===== src/rtl/lidar_packet_parser_scan_store_macros.svh =====
// Assertion macros for the range sensor packet parser and scan store.
`ifndef LIDAR_PACKET_PARSER_SCAN_STORE_MACROS_SVH
`define LIDAR_PACKET_PARSER_SCAN_STORE_MACROS_SVH

// Same-cycle implication, sampled on aclk, off while aresetn is low.
`define LPSS_ASSERT_SAME(label, ante, cons, msg) \
    label: assert property (@(posedge aclk) disable iff (!aresetn) (ante) |-> (cons)) \
        else $error(msg);

// Next-cycle implication, sampled on aclk, off while aresetn is low.
`define LPSS_ASSERT_NEXT(label, ante, cons, msg) \
    label: assert property (@(posedge aclk) disable iff (!aresetn) (ante) |=> (cons)) \
        else $error(msg);

`endif


===== src/rtl/lpss_ram.sv =====
// Generic simple dual-port RAM with registered read.
module lpss_ram #(
    parameter int WIDTH = 8,
    parameter int DEPTH = 16
) (
    input  logic                     aclk,
    input  logic                     we,
    input  logic [$clog2(DEPTH)-1:0] waddr,
    input  logic [WIDTH-1:0]         wdata,
    input  logic                     re,
    input  logic [$clog2(DEPTH)-1:0] raddr,
    output logic [WIDTH-1:0]         rdata
);

    logic [WIDTH-1:0] mem [DEPTH];
    logic [WIDTH-1:0] rdata_reg;

    always_ff @(posedge aclk) begin
        if (we) begin
            mem[waddr] <= wdata;
        end
        if (re) begin
            rdata_reg <= mem[raddr];
        end
    end

    assign rdata = rdata_reg;

endmodule


===== config.mk =====
export PLATFORM = sky130hd
export DESIGN_NAME = lpss_ram
export DESIGN_NICKNAME = d
export VERILOG_FILES = /design/src/rtl/lidar_packet_parser_scan_store_macros.svh /design/src/rtl/lpss_ram.sv
export SDC_FILE = /design/constraint.sdc
export NUM_CORES = 1
export LEC_CHECK = 0
export BUFFER_PORTS_ARGS = -buffer_cell sky130_fd_sc_hd__buf_2
export CAP_MARGIN = 40
export CORE_MARGIN = 2
export CORE_UTILIZATION = 40
export CTS_CLUSTER_SIZE = 10
export DETAILED_ROUTE_END_ITERATION = 8
export GPL_TIMING_DRIVEN = 0
export SETUP_SLACK_MARGIN = 0.02
export SYNTH_ARGS = -nofsm -noshare
export SYNTH_HDL_FRONTEND = slang
export SYNTH_SLANG_ARGS = --single-unit

===== constraint.sdc =====
create_clock -name aclk -period 2.4 [get_ports aclk]
set_input_delay 0.36 -clock aclk [delete_from_list [all_inputs] [get_ports aclk]]
set_output_delay 0.36 -clock aclk [all_outputs]
set_load 0.01 [all_outputs]

* Word-level counts from Yosys, hierarchy flattened
Memory sizes are Yosys's and may differ from the RTL's. A register that Yosys moved wholly into a read port is not among the register bits. Index checks and enable logic that the tools add are counted.
Storage, ports and cells: bits in registers 0, bits in writable memories 128, input bits 19, output and inout bits 8, logic and storage cells 3, memories 1
Memory list:
- mem | words 16, width 8, read ports 1, clocked after memory_dff 1, write ports 1, RTL line lpss_ram.sv:15 | logic [WIDTH-1:0] mem [DEPTH];
Cells by class: muxes and demuxes 2
Operators by type and width (number):
- 1-bit 2-to-1 mux | 2

* Depth between registers and ports, before layout
depth in word-level cells 2, depth in mapped cells 5, gate-level depth less buffers 3

* Worst setup path before layout
No wires, ideal clock.
path kind input port to flip-flop, from input waddr[2], to memory mem[0][0] (enable), library setup time 383 ps, arrival 1470 ps, data required time 2017 ps, slack 547 ps, stages 2, buffers on the path 0, cell sequence or3b_2 -> nor3_1
RTL lines:
- start, declared | RTL line lpss_ram.sv:8 | input logic [$clog2(DEPTH)-1:0] waddr,
- end, declared | RTL line lpss_ram.sv:15
No word-level cell before the write port.

* Worst setup path after layout
from input waddr[2], to memory mem[2][4] (enable)
No word-level cell before the write port.

==> flow_metrics.py <==
metrics = {
    "final_layout": {
        "n_fill_cell": 1030,
        "final_core_util_pct": 49.36,
        "syn_to_final_growth_pct": 19.65,
        "fin_nets": 297,
        "diodes": 0,
        "drive_above_1_share_pct": 30.24,
        "largest_register_ffs": 128,
    },
    "power": {
        "power_density_nw_per_um2": 926.8,
        "leakage_nw": 2.089,
        "ir_worst_vdd_v": 0.0004201,
    },
    "setup_path": {
        "rrSetupSlack_ps": 770,
        "worstPathArrival_ps": 1670,
        "reg2reg_depth": 3,
        "r2r_start": "mem[5][0]",
        "critical_path_required_ps": 2420,
        "start_kind": "input pin",
        "startpoint": "waddr[2]",
        "crit_fanout": 8,
        "crit_type": "in2reg",
        "timing.rr.end": "rdata[0]",
        "cp-end-kind": "flip-flop",
    },
    "timing": {
        "final.setup.worst_slack_ps": 754.6,
        "tns_ps": 0,
        "max_freq_ghz": 0.6078,
        "maxSlewViolCount": 0,
        "finalClockSkew_ps": 10.22,
        "slew_headroom_pct": 43.97,
        "min_period_ps": 1645,
        "timing.final.crit_share_pct": 68.56,
        "worst_hold_slack_ps": 308.8,
        "worst_pin_slew_ps": 837.4,
        "rsz0062_at_grt": "false",
        "setup_violations": 0,
        "finalHoldViolations": 0,
    },
    "route": {
        "top_layer": "met4",
        "drt-pass1-iter-count": 4,
        "met3_length_um": 443,
        "ant_nets": 0,
        "routed-wl-met2_um": 4826,
        "via_per_inst": 5.162,
        "drcViolationCount": 0,
        "vias": 2390,
        "wl_met1_um": 4423,
        "routed_wirelength_um": 9838,
        "routedWlPerCell_um": 21.25,
        "initialDrtViolationCount": 153,
    },
    "logic_synthesis": {
        "yosysWarningCount": 0,
        "synth_area_leader_cell": "edfxtp_1",
        "syn_area_um2": 5228,
        "synth_top_area_share_pct": 78.12,
        "ys_ff_latch": 136,
        "syn_nets": 248,
        "synthTopCellsByArea": "edfxtp_1, mux4_2, mux4_1",
        "synth_cells": 229,
        "ys_seq_area_share_pct": 78.12,
        "postSynthAreaPerCell_um2": 22.83,
        "synth_cell_type_count": 18,
    },
    "clock_network": {
        "clock_sinks": 136,
        "htreeDepth": 4,
        "clk_latency_ps": 400,
        "cts_resized": 0,
        "cts_made_buffers": 17,
        "cts_root_buf": "clkbuf_16",
        "clkTransAtPathRegs_ps": 60,
        "cts_tree": "built",
        "cts_setup_buffers": 0,
        "cts_hold_buf": 0,
        "cts_max_path_buffers": 2,
    },
    "global_routing": {
        "grt_pass1_vias": 2456,
        "grt_first_pass_wirelength_um": 14920,
        "grt_max_degree": 17,
        "gr-total-overflow": 0,
        "grt_usage_pct": 15.29,
        "antenna_found_initial": 0,
    },
    "worst_hold_path": {
        "hold_path_class": "in2reg",
        "whs_path_depth": 1,
        "min_to": "rdata[1]",
        "min_from": "re",
    },
    "die": {
        "dieArea_um2": 14000,
        "fp.dieW_um": 118.3,
        "fp-row-count": 41,
        "io_pins": 27,
        "start_util_pct": 41.26,
        "fp.dieH_um": 118.3,
        "core-area_um2": 12670,
    },
    "placement": {
        "routabilityCongestion": 0.7256,
        "place_ws_ps": 343.1,
        "place_hpwl_um": 6267,
        "numPortBuffers": 25,
    },
    "job": {
        "cap_viol_max_count": 0,
    },
    "run_status": {
        "status": "complete, no violations",
    },
}
cell type report:
cell class	count	area [um2]	share of cell area, %
buffer	10	86.33	1.380
clock buffer	17	425.4	6.801
clock inverter	15	231.5	3.701
multi-input combinational	83	1057	16.90
sequential	136	4084	65.29
tap	172	215.2	3.441
timing repair buffer	30	155.1	2.480
critical path, stage by stage:
cell and delay (ps):
buf_2 110, or3b_2 530, nor2_1 660
how the worst max path moves through the flow:
stage,endpoint
after floorplan,mem[0][0]
after global placement,mem[0][4]
after detailed placement,mem[2][4]
after CTS,mem[2][1]
after global routing,mem[2][5]
final,mem[2][4]
Yosys cell counts (all sizes together):
master,count
buf,7
edfxtp,136
or3b,1
nor2b,1
and2b,1
mux4,32
nand3b,2
nor3,4
nor2,13
nand2b,2
nand2,9
nand3,1
clkdlybuf4s25,3
a22oi,16
and2,1
cells in the final DEF (no fill, tap or decap), drive strengths merged:
cell	count
a22oi	16
and2	1
and2b	1
buf	37
bufinv	6
clkbuf	17
clkdlybuf4s25	3
clkinv	5
clkinvlp	4
edfxtp	136
mux4	32
nand2	9
nand2b	2
nand3	1
nand3b	2
nor2	13
nor2b	1
nor3	4
or3b	1
through the flow:
step,cells,instance area (um2),power [mW]
after floorplan,229,5228,2.877
after global placement,426,5568,2.987
after detailed placement,431,5598,2.996
after CTS,463,6255,5.835
after global routing,463,6255,5.964
final,463,6255,5.797
layer usage:
| metal | GRT usage, % | vias up |
|---|---|---|
| li1 | - | 1077 |
| met1 | 20.18 | 1245 |
| met2 | 24.06 | 61 |
| met3 | 4.102 | 7 |
| met4 | 6.401 | 0 |
| met5 | 0 | - |
where the power goes:
part           switching (mW)  total (mW)  internal [mW]
Sequential             0.0102        2.69           2.68
Clock                   0.924        2.85           1.93
Combinational           0.151       0.255          0.104
Total                    1.08        5.80           4.71
cell families after synthesis:
logic type             after synthesis  synth area share (%)
AOI/OAI and AO/OA                   16                 2.298
muxes                               32                 14.79
DFF                                136                 78.12
buffers and inverters               10                 1.651
and+or+nand+nor                     35                 3.136
Note: power is estimated with default switching activity, not from simulation.
