===== src/rtl/lidar_packet_parser_scan_store_macros.svh =====
// Assertion macros for the range sensor packet parser and scan store.
`ifndef LIDAR_PACKET_PARSER_SCAN_STORE_MACROS_SVH
`define LIDAR_PACKET_PARSER_SCAN_STORE_MACROS_SVH

// Same-cycle implication, sampled on aclk, off while aresetn is low.
`define LPSS_ASSERT_SAME(label, ante, cons, msg) \
    label: assert property (@(posedge aclk) disable iff (!aresetn) (ante) |-> (cons)) \
        else $error(msg);

// Next-cycle implication, sampled on aclk, off while aresetn is low.
`define LPSS_ASSERT_NEXT(label, ante, cons, msg) \
    label: assert property (@(posedge aclk) disable iff (!aresetn) (ante) |=> (cons)) \
        else $error(msg);

`endif


===== src/rtl/lpss_pkg.sv =====
// Shared types and constants for the range sensor packet parser and scan store.
package lpss_pkg;

    localparam int SCAN_ENTRIES = 360;
    localparam int BUFFER_COUNT = 2;
    localparam int TABLE_DEPTH  = SCAN_ENTRIES * BUFFER_COUNT;
    localparam int TABLE_AW     = $clog2(TABLE_DEPTH);
    localparam int DIST_W       = 14;
    // Entry: distance, then one bit for nonzero strength.
    localparam int ENTRY_W      = DIST_W + 1;

    localparam logic [7:0]  START_BYTE   = 8'hFA;
    localparam logic [7:0]  INDEX_LOW    = 8'hA0;
    localparam logic [7:0]  INDEX_HIGH   = 8'hF9;
    localparam logic [8:0]  ANGLE_LIMIT  = 9'(SCAN_ENTRIES);
    localparam logic [TABLE_AW-1:0] HALF_OFFSET = TABLE_AW'(SCAN_ENTRIES);
    localparam logic [TABLE_AW-1:0] LAST_ENTRY  = TABLE_AW'(TABLE_DEPTH - 1);

    localparam logic [4:0] PH_START      = 5'd0;
    localparam logic [4:0] PH_INDEX      = 5'd1;
    localparam logic [4:0] PH_SPEED_LO   = 5'd2;
    localparam logic [4:0] PH_SPEED_HI   = 5'd3;
    localparam logic [4:0] PH_DATA_FIRST = 5'd4;
    localparam logic [4:0] PH_DATA_LAST  = 5'd19;
    localparam logic [4:0] PH_CK_LO      = 5'd20;
    localparam logic [4:0] PH_CK_HI      = 5'd21;

    localparam logic [1:0] SLOT_DIST_HI = 2'd1;
    localparam logic [1:0] SLOT_STR_HI  = 2'd3;

    typedef struct packed {
        logic       mode;
        logic [7:0] rx_byte;
        logic [8:0] angle;
    } in_t;

    typedef struct packed {
        logic [13:0] distance;
        logic        distance_valid;
        logic [9:0]  speed_rpm;
        logic        packet_done;
        logic        checksum_ok;
        logic        scan_done;
    } out_t;

    typedef struct packed {
        logic                en;
        logic [TABLE_AW-1:0] addr;
        logic [ENTRY_W-1:0]  data;
    } wr_req_t;

    typedef struct packed {
        logic packet_done;
        logic checksum_ok;
        logic scan_done;
    } pkt_status_t;

endpackage


===== src/rtl/lpss_parser.sv =====
// Packet parser: word pairing, checksum, speed and table write requests.
module lpss_parser (
    input  logic                 aclk,
    input  logic                 aresetn,
    input  logic                 byte_en,
    input  logic [7:0]           rx_byte,
    output lpss_pkg::wr_req_t    wr,
    output lpss_pkg::pkt_status_t status,
    output logic [9:0]           speed_rpm,
    output logic                 show_sel
);
    import lpss_pkg::*;

    logic [4:0]  phase_reg,   phase_next;
    logic [29:0] acc_reg,     acc_next;
    logic [15:0] word_reg,    word_next;
    logic        expect_reg,  expect_next;
    logic [8:0]  angle_reg,   angle_next;
    logic [9:0]  speed_reg,   speed_next;
    logic [15:0] pending_reg, pending_next;
    logic        fill_reg,    fill_next;
    logic        show_reg,    show_next;

    logic [14:0] fold;
    logic [7:0]  idx;
    logic        flagged;
    logic [15:0] dist_clean;

    always_comb begin
        phase_next   = phase_reg;
        acc_next     = acc_reg;
        word_next    = word_reg;
        expect_next  = expect_reg;
        angle_next   = angle_reg;
        speed_next   = speed_reg;
        pending_next = pending_reg;
        fill_next    = fill_reg;
        show_next    = show_reg;
        status       = '0;
        wr           = '0;
        fold         = '0;
        idx          = rx_byte - INDEX_LOW;
        flagged      = pending_reg[15] | pending_reg[14];
        dist_clean   = flagged ? 16'h0000 : pending_reg;

        if (byte_en) begin
            if (expect_reg) begin
                word_next = {8'h00, rx_byte};
            end else begin
                word_next = word_reg | {rx_byte, 8'h00};
                if (phase_reg != PH_CK_LO && phase_reg != PH_CK_HI) begin
                    acc_next = (acc_reg << 1) + {14'h0000, word_next};
                end
            end
            expect_next = !expect_reg;
            fold = acc_next[14:0] + acc_next[29:15];

            unique case (phase_reg)
                PH_START: begin
                    if (rx_byte == START_BYTE) begin
                        acc_next    = '0;
                        word_next   = {8'h00, rx_byte};
                        expect_next = 1'b0;
                        phase_next  = PH_INDEX;
                    end
                end
                PH_INDEX: begin
                    if (rx_byte >= INDEX_LOW && rx_byte <= INDEX_HIGH) begin
                        angle_next = {idx[6:0], 2'b00};
                        phase_next = PH_SPEED_LO;
                    end else begin
                        phase_next = PH_START;
                    end
                end
                PH_SPEED_LO: begin
                    phase_next = PH_SPEED_HI;
                end
                PH_SPEED_HI: begin
                    speed_next = word_next[15:6];
                    phase_next = PH_DATA_FIRST;
                end
                PH_CK_LO: begin
                    phase_next = PH_CK_HI;
                end
                PH_CK_HI: begin
                    status.packet_done = 1'b1;
                    status.checksum_ok = ({1'b0, fold} == word_next);
                    if (angle_reg == ANGLE_LIMIT) begin
                        show_next        = fill_reg;
                        fill_next        = !fill_reg;
                        status.scan_done = 1'b1;
                    end
                    phase_next = PH_START;
                end
                default: begin
                    if (phase_reg >= PH_DATA_FIRST && phase_reg <= PH_DATA_LAST) begin
                        if (phase_reg[1:0] == SLOT_DIST_HI) begin
                            pending_next = word_next;
                        end else if (phase_reg[1:0] == SLOT_STR_HI) begin
                            wr.en   = (angle_reg < ANGLE_LIMIT);
                            wr.addr = {1'b0, angle_reg} + (fill_reg ? HALF_OFFSET : '0);
                            wr.data = {dist_clean[13:0],
                                       (!flagged) && (word_next != 16'h0000)};
                            pending_next = dist_clean;
                            angle_next   = angle_reg + 9'd1;
                        end
                        phase_next = phase_reg + 5'd1;
                    end else begin
                        phase_next = PH_START;
                    end
                end
            endcase
        end
    end

    always_ff @(posedge aclk) begin
        if (!aresetn) begin
            phase_reg   <= PH_START;
            acc_reg     <= '0;
            word_reg    <= '0;
            expect_reg  <= 1'b1;
            angle_reg   <= '0;
            speed_reg   <= '0;
            pending_reg <= '0;
            fill_reg    <= 1'b0;
            show_reg    <= 1'b0;
        end else begin
            phase_reg   <= phase_next;
            acc_reg     <= acc_next;
            word_reg    <= word_next;
            expect_reg  <= expect_next;
            angle_reg   <= angle_next;
            speed_reg   <= speed_next;
            pending_reg <= pending_next;
            fill_reg    <= fill_next;
            show_reg    <= show_next;
        end
    end

    assign speed_rpm = speed_next;
    assign show_sel  = show_reg;

endmodule


===== config.mk =====
export PLATFORM = sky130hd
export DESIGN_NAME = lpss_parser
export DESIGN_NICKNAME = d
export VERILOG_FILES = /design/src/rtl/lidar_packet_parser_scan_store_macros.svh /design/src/rtl/lpss_pkg.sv /design/src/rtl/lpss_parser.sv
export SDC_FILE = /design/constraint.sdc
export NUM_CORES = 1
export LEC_CHECK = 0
export ABC_CLOCK_PERIOD_IN_PS = 4800
export BUFFER_PORTS_ARGS = -buffer_cell sky130_fd_sc_hd__buf_2
export CORE_ASPECT_RATIO = 0.5
export CORE_UTILIZATION = 56
export CTS_CLUSTER_SIZE = 8
export DETAILED_ROUTE_END_ITERATION = 8
export PLACE_DENSITY = 0.78
export RECOVER_POWER = 50
export REMOVE_ABC_BUFFERS = 1
export SETUP_SLACK_MARGIN = 0.05
export SYNTH_ARGS = -nofsm -noshare
export SYNTH_HDL_FRONTEND = slang
export SYNTH_SLANG_ARGS = --single-unit
export TNS_END_PERCENT = 10

===== constraint.sdc =====
create_clock -name aclk -period 4.8 [get_ports aclk]
set_clock_uncertainty 0.05 [all_clocks]
set_input_delay 0 -clock aclk [delete_from_list [all_inputs] [get_ports aclk]]
set_output_delay 0 -clock aclk [all_outputs]
set_load 0.02 [all_outputs]

Word-level counts from Yosys, hierarchy flattened:

Cells that the tools add are included.

* flip-flop bits (word level): 89
* memories: 0
* ROM bits: 0
* latch bits: 0
* bits in writable memories: 0
* output and inout bits: 40

* eq/ne operators: 15
* order comparisons: 5
* bitwise operators: 4
* div/mod/pow operators: 0
* muxes and demuxes: 34
* shift operators: 0
* reduce and logical (&&, ||, !) cells: 20
* add/subtract/negate cells: 6
* multipliers: 0

Operators by type and width (number)
* 30-bit 2-to-1 mux: 5
* 26-bit 2-to-1 mux: 5
* 16-bit 2-to-1 mux: 7
* 9-bit 2-to-1 mux: 5
* 30-bit by 16-bit adder with 30-bit output: 1
* 5-bit case mux with 6 select lines: 1
* 10-bit 2-to-1 mux: 2
* 9-bit case mux with 2 select lines: 1
* 15-bit by 16-bit equality test with 1-bit output: 1
* 16-bit OR: 1
* 16-bit nonzero test: 1
* 15-bit adder: 1
* 9-bit by 9-bit adder with 10-bit output: 1
* 5-bit by 2-bit equality test with 1-bit output, second input constant: 2
* 5-bit equality test, second input constant: 2
* 5-bit 2-to-1 mux: 2
* 5-bit inequality test, second input constant: 2
* 9-bit by 1-bit adder with 9-bit output, second input constant: 1
* 9-bit equality test, second input constant: 1
* 9-bit < comparator, second input constant: 1
* 8-bit equality test, second input constant: 1
* 8-bit greater-or-equal comparator, second input constant: 1
* 8-bit <= comparator, second input constant: 1
* 2-bit nonzero test: 4
* other kinds (24): 34

Longest topological paths before layout:

Gate-level depths: netlist of run 1.

* word-level depth: 10
* depth in mapped cells: 22

Worst setup path before layout of run 1:

Ideal clock, no wire load.

* kind: register -> output
* from: register acc_reg[1]
* to: output status[1] (netlist bit)
* arrival: 5.131 ns
* stages on the path, launching flop included: 20
* path slack: -0.381 ns
* data required time: 4.750 ns
* path buffers: 0
* cell sequence: dfxtp_1 -> ha_1 -> a211oi_1 -> o211ai_1 -> a311oi_1 -> o21ai_0 -> a2111oi_0 -> nor3_1 -> xnor2_1 -> o21ai_0 -> fa_1 -> xnor2_1 -> xnor2_1 -> nand2_1 -> or4_4 -> a2111oi_4 -> nand3_1 -> a311oi_1 -> nand4_1 -> nor4_1

RTL lines
* from (decl): RTL line lpss_parser.sv:15 `logic [29:0] acc_reg, acc_next;`
* from (signal assigned): RTL line lpss_parser.sv:129 `acc_reg <= acc_next;`
* to (decl): RTL line lpss_parser.sv:8 `output lpss_pkg::pkt_status_t status,`

==> flow_summary.toml, run 1 <==
[status]
status = "finished, violations left"
failed_checks = "setup timing"

[sta]
setup_viol = 1
rsz0062_at_grt = "true"
slew_headroom_pct = 8.28
finalSetupTns_ns = -0.827
worst_slack_ns = -0.827
fin_crit_sh_pct = 117
hold_slack_ns = 0.0732
max_freq_mhz = 178
hold_violations = 0
period_needed_ns = 5.63
worst_pin_slew_ns = 1.38
drv_slew = 0

[clocking]
cts_max_level = 3
clk_pin_slew_ns = 0.07
clkLatencyLatePin_ns = 0.36
cts_tree = "done"
clockBufferDepth = 2
cts_buffers = 9
cts-root-buf = "clkbuf_16"
clkSinkCount = 89

[logic_synthesis]
synth_flop_cell = "dfxtp_1"
avgSynthCellArea_um2 = 7.57
ys_async_sr_fraction_pct = 0
ys_top_cells_by_count = "dfxtp_1 (89), nand2_1 (85), o21ai_0 (76)"
synth_edf_count = 0
synth_area_um2 = 6760
synthTopCellsByArea = "dfxtp_1 (26%), ha_1 (7.4%), nor2b_1 (5.9%)"
ys_types = 60
synth_top_cell_area_share_pct = 26.4
synth_cells = 893
synth_seq_cells = 89
yosysWarnings = 0
ys_seq_area_share_pct = 26.4
synth_top_cell_by_area = "dfxtp_1"
yosysMostFrequentCell = "dfxtp_1"

[flow_run]
maxCapViolCount = 0

[floorplanning]
die_area_um2 = 12500
initial_core_util_pct = 59.5
core.rowCount = 27
die_w_um = 157
pin_count = 51
core_um2 = 11400
fp.dieH_um = 79.7

[global_route]
met2_usage_pct = 60.5
antenna_found_initial = 0
grt_usage_pct = 35.7
grt_first_pass_wirelength_mm = 34.8
grt_max_degree = 45
grt_pass1_vias = 7011
grt_use_met3_pct = 7.71
busiest_layer = "met2"
met1_usage_pct = 44.5
grt_overflow = 0

[pwr]
power_mw = 1.93
power.leakage_nw = 3.46
pwr_density_cell_nw_per_um2 = 225
vdd_drop_max_mv = 0.175

[routing]
drtPass1Iterations = 6
avgRoutedWirePerCell_um = 18.8
dr_total_vias = 7544
drcViolationCount = 0
wl_mm = 22.5
avgViaCountPerCell = 6.32
first_iter_violations = 727
postRouteAntennaNets = 0

[placement]
dp.cells = 1160
pre_cts_slack_ns = -0.808
port_buffers = 50
place_area_um2 = 7810
place.gp.congestion = 0.983
dp_hpwl_mm = 15.0

[hold_path]
hp-class = "in -> reg"
min_from = "aresetn"
min_path_cells = 2

[final_layout]
antennaDiodeCount = 0
design_area_um2 = 8590
fin_nets = 1082
fin_util_pct = 75.7
syn_to_final_growth_pct = 27.1
drive_gt1_share_pct = 25.2
layout.cells.non_filler = 1193
largest_register_ffs = 30

[setup_path]
start_kind = "register"
endpoint_kind = "primary output"
r2r_cells = 8
cp-startpoint = "acc_reg[0]"
arrival_ns = 5.58
critPathMaxFanout = 4
cp_common_cell = "buf_4"
r2r-start = "phase_reg[2]"
slowest_stage = "fa_2"
critical_path_class = "reg -> out"
cpPeakStageDelay_ns = 0.36
required_ns = 4.75
cells in the final DEF (no fill, tap or decap), types with 26 or more instances in the layout:
| cell | count |
|---|---|
| nand2_1 | 84 |
| o21ai_0 | 63 |
| inv_1 | 26 |
| buf_4 | 119 |
| xnor2_1 | 30 |
| buf_2 | 47 |
| a21oi_1 | 64 |
| ha_1 | 26 |
| nor2_1 | 42 |
| dfxtp_1 | 85 |
| nor2b_1 | 63 |
worst max-delay path: cells and delay by family (launching register included):
kind,cells,cell delay [ns]
flip-flops,1,0.34
XOR/XNOR,2,0.29
buffers and inverters,9,1.28
AO/OA/AOI/OAI,9,1.66
AND/OR/NAND/NOR,5,0.80
adder cells (fa/ha/maj),3,0.87
final timing paths:
path / endpoint / slack [ns]
max reg2reg: angle_reg[3] / 1.32
max: status[1] / -0.83
min: angle_reg[6] / 0.07
min reg2reg: show_sel / 0.43
power by group:
part,switching [mW],internal (mW)
logic,0.225,0.176
clock network,0.351,0.415
registers,0.0136,0.751
layout make-up:
cell class,count,area [µm²]
Tap cell,159,199
Fill cell,809,2760
Clock inverter,7,87.6
Sequential cell,89,1790
Clock buffer,9,225
Timing Repair Buffer,173,1160
Multi-Input combinational cell,729,5030
Inverter,27,101
cell families after synthesis:
kind of cell               Yosys count  synth area share [%]
AOI/OAI and AO/OA                  254                  23.4
and+or+nand+nor                    368                  28.7
DFF                                 89                  26.4
xor gates and xnor gates            53                  6.98
adders and majority gates           42                  8.00
muxes                               12                  2.22
buffers and inverters               75                  4.35
what timing repair did:
item | in CTS | in global routing
resized for setup | 56 | 26
endpoints found under the setup margin | 1 | 1
buffers inserted | 13 | 4
hold endpoints to repair | 0 | 0
hold buffers | 0 | 0
pin swaps | 32 | 25
metal layers:
layer | routed length (µm) | share of wire (%) | up-vias
li1 | - | - | 3441
met1 | 8940 | 40 | 3477
met2 | 10100 | 45 | 493
met3 | 2480 | 11 | 133
met4 | 931 | 4.1 | 0
met5 | 0 | 0 | -
(Power assumes the default switching activity.)
==> run 2, diff against run 1 <==
- CORE_UTILIZATION: 56 -> 40
- MAX_ROUTING_LAYER: unset -> met4
- PLACE_DENSITY: 0.78 -> 0.59
==> flow_summary.toml, run 2 (same netlist as run 1, synthesis figures left out) <==
[final_layout]
seqCellArea_um2 = 1790
design_area_um2 = 8510
drive_gt1_share_pct = 22.1
largest_register_ffs = 30
layout_common_cells = "buf_4 (118), dfxtp_1 (86), nand2_1 (85)"
mostFrequentLayoutCell = "buf_4"
multi_input_area_um2 = 4890
fin_nets = 1083
fill_cells = 1638
layout.cells.non_filler = 1262
fin_util_pct = 51.8
syn_to_final_growth_pct = 25.9
antennaDiodeCount = 0

[setup_path]
arrival_ns = 5.30
cp_top_family = "compound AO/OA/AOI/OAI gates"
slowest_stage = "or4_4"
crit_chain = "ha_4, a211oi_4, o211ai_1, a311oi_2, o21ai_2, a2111oi_4, nor3_2, xnor2_1, o21ai_1, buf_4, fa_2, xor2_1, nand3_1, or4_4, a2111oi_4, nand3_1, a311oi_2, nand4_1, nor4_2, buf_4"
crit_buf_inv = 2
start_kind = "register"
endpoint_kind = "primary output"
required_ns = 4.75
cpPeakStageDelay_ns = 0.54
critical_path_class = "reg -> out"
critPathMaxFanout = 2

[clocking]
cts_tree = "done"
cts_max_level = 3
clk_pin_slew_ns = 0.08
cts-root-buf = "clkbuf_16"
cts_buffers = 9
clkLatencyLatePin_ns = 0.37
clockBufferDepth = 2
clkSinkCount = 89

[routing]
first_iter_violations = 438
m1WireLength_mm = 10.2
drtPass1Iterations = 5
wl_met2_mm = 9.49
avgViaCountPerCell = 5.49
highest_layer = "met4"
avgRoutedWirePerCell_um = 16.7
met3_length_mm = 1.14
postRouteAntennaNets = 0
wl_mm = 21.1
drcViolationCount = 0
dr_total_vias = 6927

[global_route]
grt_usage_pct = 25.3
antenna_found_initial = 0
grt_pass1_vias = 6350
grt_first_pass_wirelength_mm = 33.5
grt_max_degree = 66
grt_overflow = 0

[hold_path]
hp-class = "in -> reg"

[sta]
hold_violations = 0
worst_slack_ns = -0.551
max_freq_mhz = 187
period_needed_ns = 5.35
rsz0062_at_grt = "true"
worst_pin_slew_ns = 1.42
drv_slew = 0
finalSetupTns_ns = -0.551
fin_crit_sh_pct = 111
setup_viol = 1
slew_headroom_pct = 5.49

[floorplanning]
die_area_um2 = 17500
initial_core_util_pct = 41.1
fp.dieH_um = 93.9
die_w_um = 186
pin_count = 51
core_um2 = 16400
core.rowCount = 33

[status]
status = "finished, violations left"
failed_checks = "setup timing"

[placement]
place.gp.congestion = 0.891
place_area_um2 = 7990
port_buffers = 50
dp.cells = 1240
dp_hpwl_mm = 15.5

[pwr]
power.leakage_nw = 3.39
vdd_drop_max_mv = 0.168
pwr_density_cell_nw_per_um2 = 222

[flow_run]
maxCapViolCount = 0
==> run 2: cell count changes in the layout (fill, tap and decap cells not counted), sizes merged <==
| cell | delta |
|---|---|
| clkbuf | +14 |
| buf | -12 |
| clkinvlp | -1 |
| bufinv | -1 |
| inv | +2 |
| clkinv | -1 |
==> run 2: area by class of cell <==
class,instances,share of cell area [%]
clock buffer,10,2.81
clock inverter,6,0.765
inverter,27,1.19
multi-input combinational,729,57.5
sequential,89,21.0
tap,227,3.34
timing repair buffer,174,13.4
==> run 2: power by group <==
part	internal (mW)	total, mW	switching, mW
Combinational	0.166	0.373	0.207
Clock	0.384	0.755	0.371
Sequential	0.751	0.762	0.0111
Total	1.30	1.89	0.589
==> run 2: final timing paths <==
path,startpoint,end,slack [ns],cells after the start
setup / recovery,word_reg[2],status[1],-0.55,20
hold / removal,aresetn,acc_reg[25],0.03,2
setup reg to reg,phase_reg[2],angle_reg[3],1.41,10
hold reg to reg,show_sel,show_sel,0.43,2
==> run 2: stage by stage <==
stage	total power [mW]	setup WS, ns	hold slack [ns]
after floorplan	0.974	-0.402	0.0119
after global placement	1.12	-0.669	0.386
after detailed placement	1.13	-0.684	0.385
after CTS	1.89	-0.579	0.0239
after global routing	1.96	-0.823	0.0453
final	1.89	-0.551	0.0325
==> run 2: per-layer routing <==
layer	track usage (%)	vias to the layer above
li1	-	3450
met1	34.5	3282
met3	3.72	22
met5	-	-
met2	39.6	173
met4	5.60	0
==> run 2: what timing repair did <==
item / 4_1_cts / 5_1_grt
pin swaps: 23 / 19
endpoints found under the setup margin: 1 / 1
gates resized for setup: 32 / 18
buffers inserted: 1 / 5
hold endpoints to repair: 0 / 0
hold buffers: 0 / 0
==> run 3, diff against run 2 <==
- ABC_AREA: unset -> 1
- CELL_PAD_IN_SITES_DETAIL_PLACEMENT: unset -> 0
- CELL_PAD_IN_SITES_GLOBAL_PLACEMENT: unset -> 1
- CORE_UTILIZATION: 40 -> 39
- PLACE_DENSITY: 0.59 -> 0.88
==> flow_summary.toml, run 3 <==
[routing]
avgViaCountPerCell = 5.20
avgRoutedWirePerCell_um = 15.4
drcViolationCount = 0
drtPass1Iterations = 5
dr_total_vias = 7018
first_iter_violations = 442
wl_mm = 20.8
postRouteAntennaNets = 0

[floorplanning]
die_w_um = 188
core_um2 = 16700
initial_core_util_pct = 40.6
die_area_um2 = 17900
pin_count = 51
core.rowCount = 33
fp.dieH_um = 95.2

[final_layout]
drive_gt1_share_pct = 13.0
antennaDiodeCount = 0
layout_common_cells = "nand2_1 (277), inv_1 (159), nor2_1 (90)"
syn_to_final_growth_pct = 15.7
mostFrequentLayoutCell = "nand2_1"
layout.cells.non_filler = 1349
largest_register_ffs = 30
fin_nets = 1170

[clocking]
clkSinkCount = 89
clkLatencyLatePin_ns = 0.36
cts_buffers = 9
cts-root-buf = "clkbuf_16"
clockBufferDepth = 2
cts_max_level = 3
cts_tree = "done"
clk_pin_slew_ns = 0.07

[logic_synthesis]
synth_edf_count = 0
ys_types = 49
synth_seq_cells = 89
ys_async_sr_fraction_pct = 0
synth_area_um2 = 6770
synth_flop_cell = "dfxtp_1"
synthTopCellsByArea = "dfxtp_1 (26%), nand2_1 (15%), inv_1 (8.8%)"
avgSynthCellArea_um2 = 6.28
yosysWarnings = 0
synth_top_cell_area_share_pct = 26.3
synth_cells = 1077
synth_top_cell_by_area = "dfxtp_1"
ys_seq_area_share_pct = 26.3
ys_top_cells_by_count = "nand2_1 (279), inv_1 (158), a21oi_1 (93)"
yosysMostFrequentCell = "nand2_1"

[setup_path]
arrival_ns = 4.50
endpoint_kind = "primary output"
r2r_setup_slack_ns = 1.02
start_kind = "register"
critPathMaxFanout = 6
required_ns = 4.75
critical_path_class = "reg -> out"

[global_route]
grt_first_pass_wirelength_mm = 32.7
grt_max_degree = 45
grt_overflow = 0
grt_usage_pct = 23.7
grt_pass1_vias = 6433
antenna_found_initial = 0

[sta]
finalSetupTns_ns = 0
fin_crit_sh_pct = 94.7
drv_slew = 35
period_needed_ns = 4.55
setup_viol = 0
slew_headroom_pct = -19.3
max_freq_mhz = 220
worst_pin_slew_ns = 1.79
hold_violations = 0

[flow_run]
maxCapViolCount = 1

[status]
failed_checks = "capacitance limit, slew limit"
status = "finished, violations left"

[placement]
place.gp.congestion = 0.927
dp_hpwl_mm = 15.4
dp.cells = 1324
port_buffers = 50

[pwr]
pwr_density_cell_nw_per_um2 = 279
vdd_drop_max_mv = 0.167
power.leakage_nw = 3.42

[hold_path]
hp-class = "in -> reg"
run 3: cell types whose count changed in the layout (fill, tap and decap cells not counted), moves of 27 or more:
| cell | delta |
|---|---|
| nand2_1 | +192 |
| buf_4 | -105 |
| inv_1 | +132 |
| nor2_1 | +45 |
| xnor2_1 | -27 |
| nor2b_1 | -64 |
run 3: worst paths after layout:
| check | start | end | cells past startpoint |
|---|---|---|---|
| setup / recovery | word_reg[14] | status[1] | 26 |
| hold / removal | byte_en | expect_reg | 2 |
| setup reg to reg | phase_reg[0] | word_reg[15] | 10 |
| hold reg to reg | word_reg[9] | word_reg[9] | 2 |
run 3: area by class of cell:
cell class              count  area, µm²
fillers                  1763       8850
multi-input cells         786       4490
flip-flops and latches     89       1780
inverters                 166        626
repair buffers             65        354
well taps                 227        284
clock buffers               9        225
clock inverters             7       73.8
run 3: cell families (layout without fill, tap and decap cells):
kind of cell / after synthesis / after routing / synth area share, %
AND/OR/NAND/NOR: 502 / 502 / 32.1
AO/OA/AOI/OAI: 206 / 206 / 17.4
buffers and inverters: 202 / 247 / 11.4
flip-flops: 89 / 89 / 26.3
adder cells (fa/ha/maj): 42 / 42 / 7.99
XOR/XNOR: 31 / 31 / 4.01
multiplexers: 5 / 5 / 0.740
run 3: per-stage QoR:
step / hold slack, ns / util, % / worst slack (ns) / instance area, µm² / power (mW)
floorplan: 0.0494 / - / 0.858 / 6620 / 1.26
global placement: 0.316 / 43.2 / 0.414 / 7200 / 1.42
detailed placement: 0.318 / 43.2 / 0.299 / 7200 / 1.43
CTS: 0.00334 / 45.1 / 0.0700 / 7520 / 2.15
global route: 0.0115 / 46.9 / -0.0806 / 7830 / 2.31
finish: 0.0111 / 46.9 / 0.254 / 7830 / 2.19
run 3: power by group:
| part | total, mW | internal, mW | switching [mW] |
|---|---|---|---|
| Clock | 0.732 | 0.368 | 0.365 |
| Sequential | 0.812 | 0.774 | 0.0382 |
| Combinational | 0.641 | 0.207 | 0.434 |
| Total | 2.19 | 1.35 | 0.837 |
run 3: worst max-delay path, cell delays in order, from the launching register on:
cell	delay (ns)
dfxtp_1	0.31
or2_4	0.28
ha_4	0.24
nand2_1	0.13
inv_1	0.05
a21oi_1	0.16
nand2_1	0.12
a31oi_2	0.19
xor2_1	0.23
mux2i_2	0.15
ha_2	0.23
fa_2	0.58
inv_1	0.05
nand2_1	0.06
nand3_1	0.07
nor2_1	0.13
nand3_1	0.09
nor2_1	0.14
nand4_1	0.14
nor3_2	0.12
nand3_1	0.10
nor2_1	0.11
nand2_1	0.06
nor2_1	0.10
nand3_1	0.07
nor2_1	0.09
buf_4	0.14
run 3: per-layer routing:
metal,vias to the layer above,track usage (%),routed length (µm)
li1,3571,-,-
met5,-,-,0
met2,151,39.0,9400
met3,21,3.90,969
met1,3275,31.2,10200
met4,0,4.37,194
run 3: repair_timing:
| item | 4_1_cts | 5_1_grt |
|---|---|---|
| setup endpoints to repair | 1 | 1 |
| gates resized for setup | 2 | 55 |
| hold buffers | 1 | 0 |
| endpoints found under the hold margin | 1 | 0 |
| cloned | 0 | 0 |
| setup buffers | 0 | 8 |
| pin swaps | 0 | 12 |
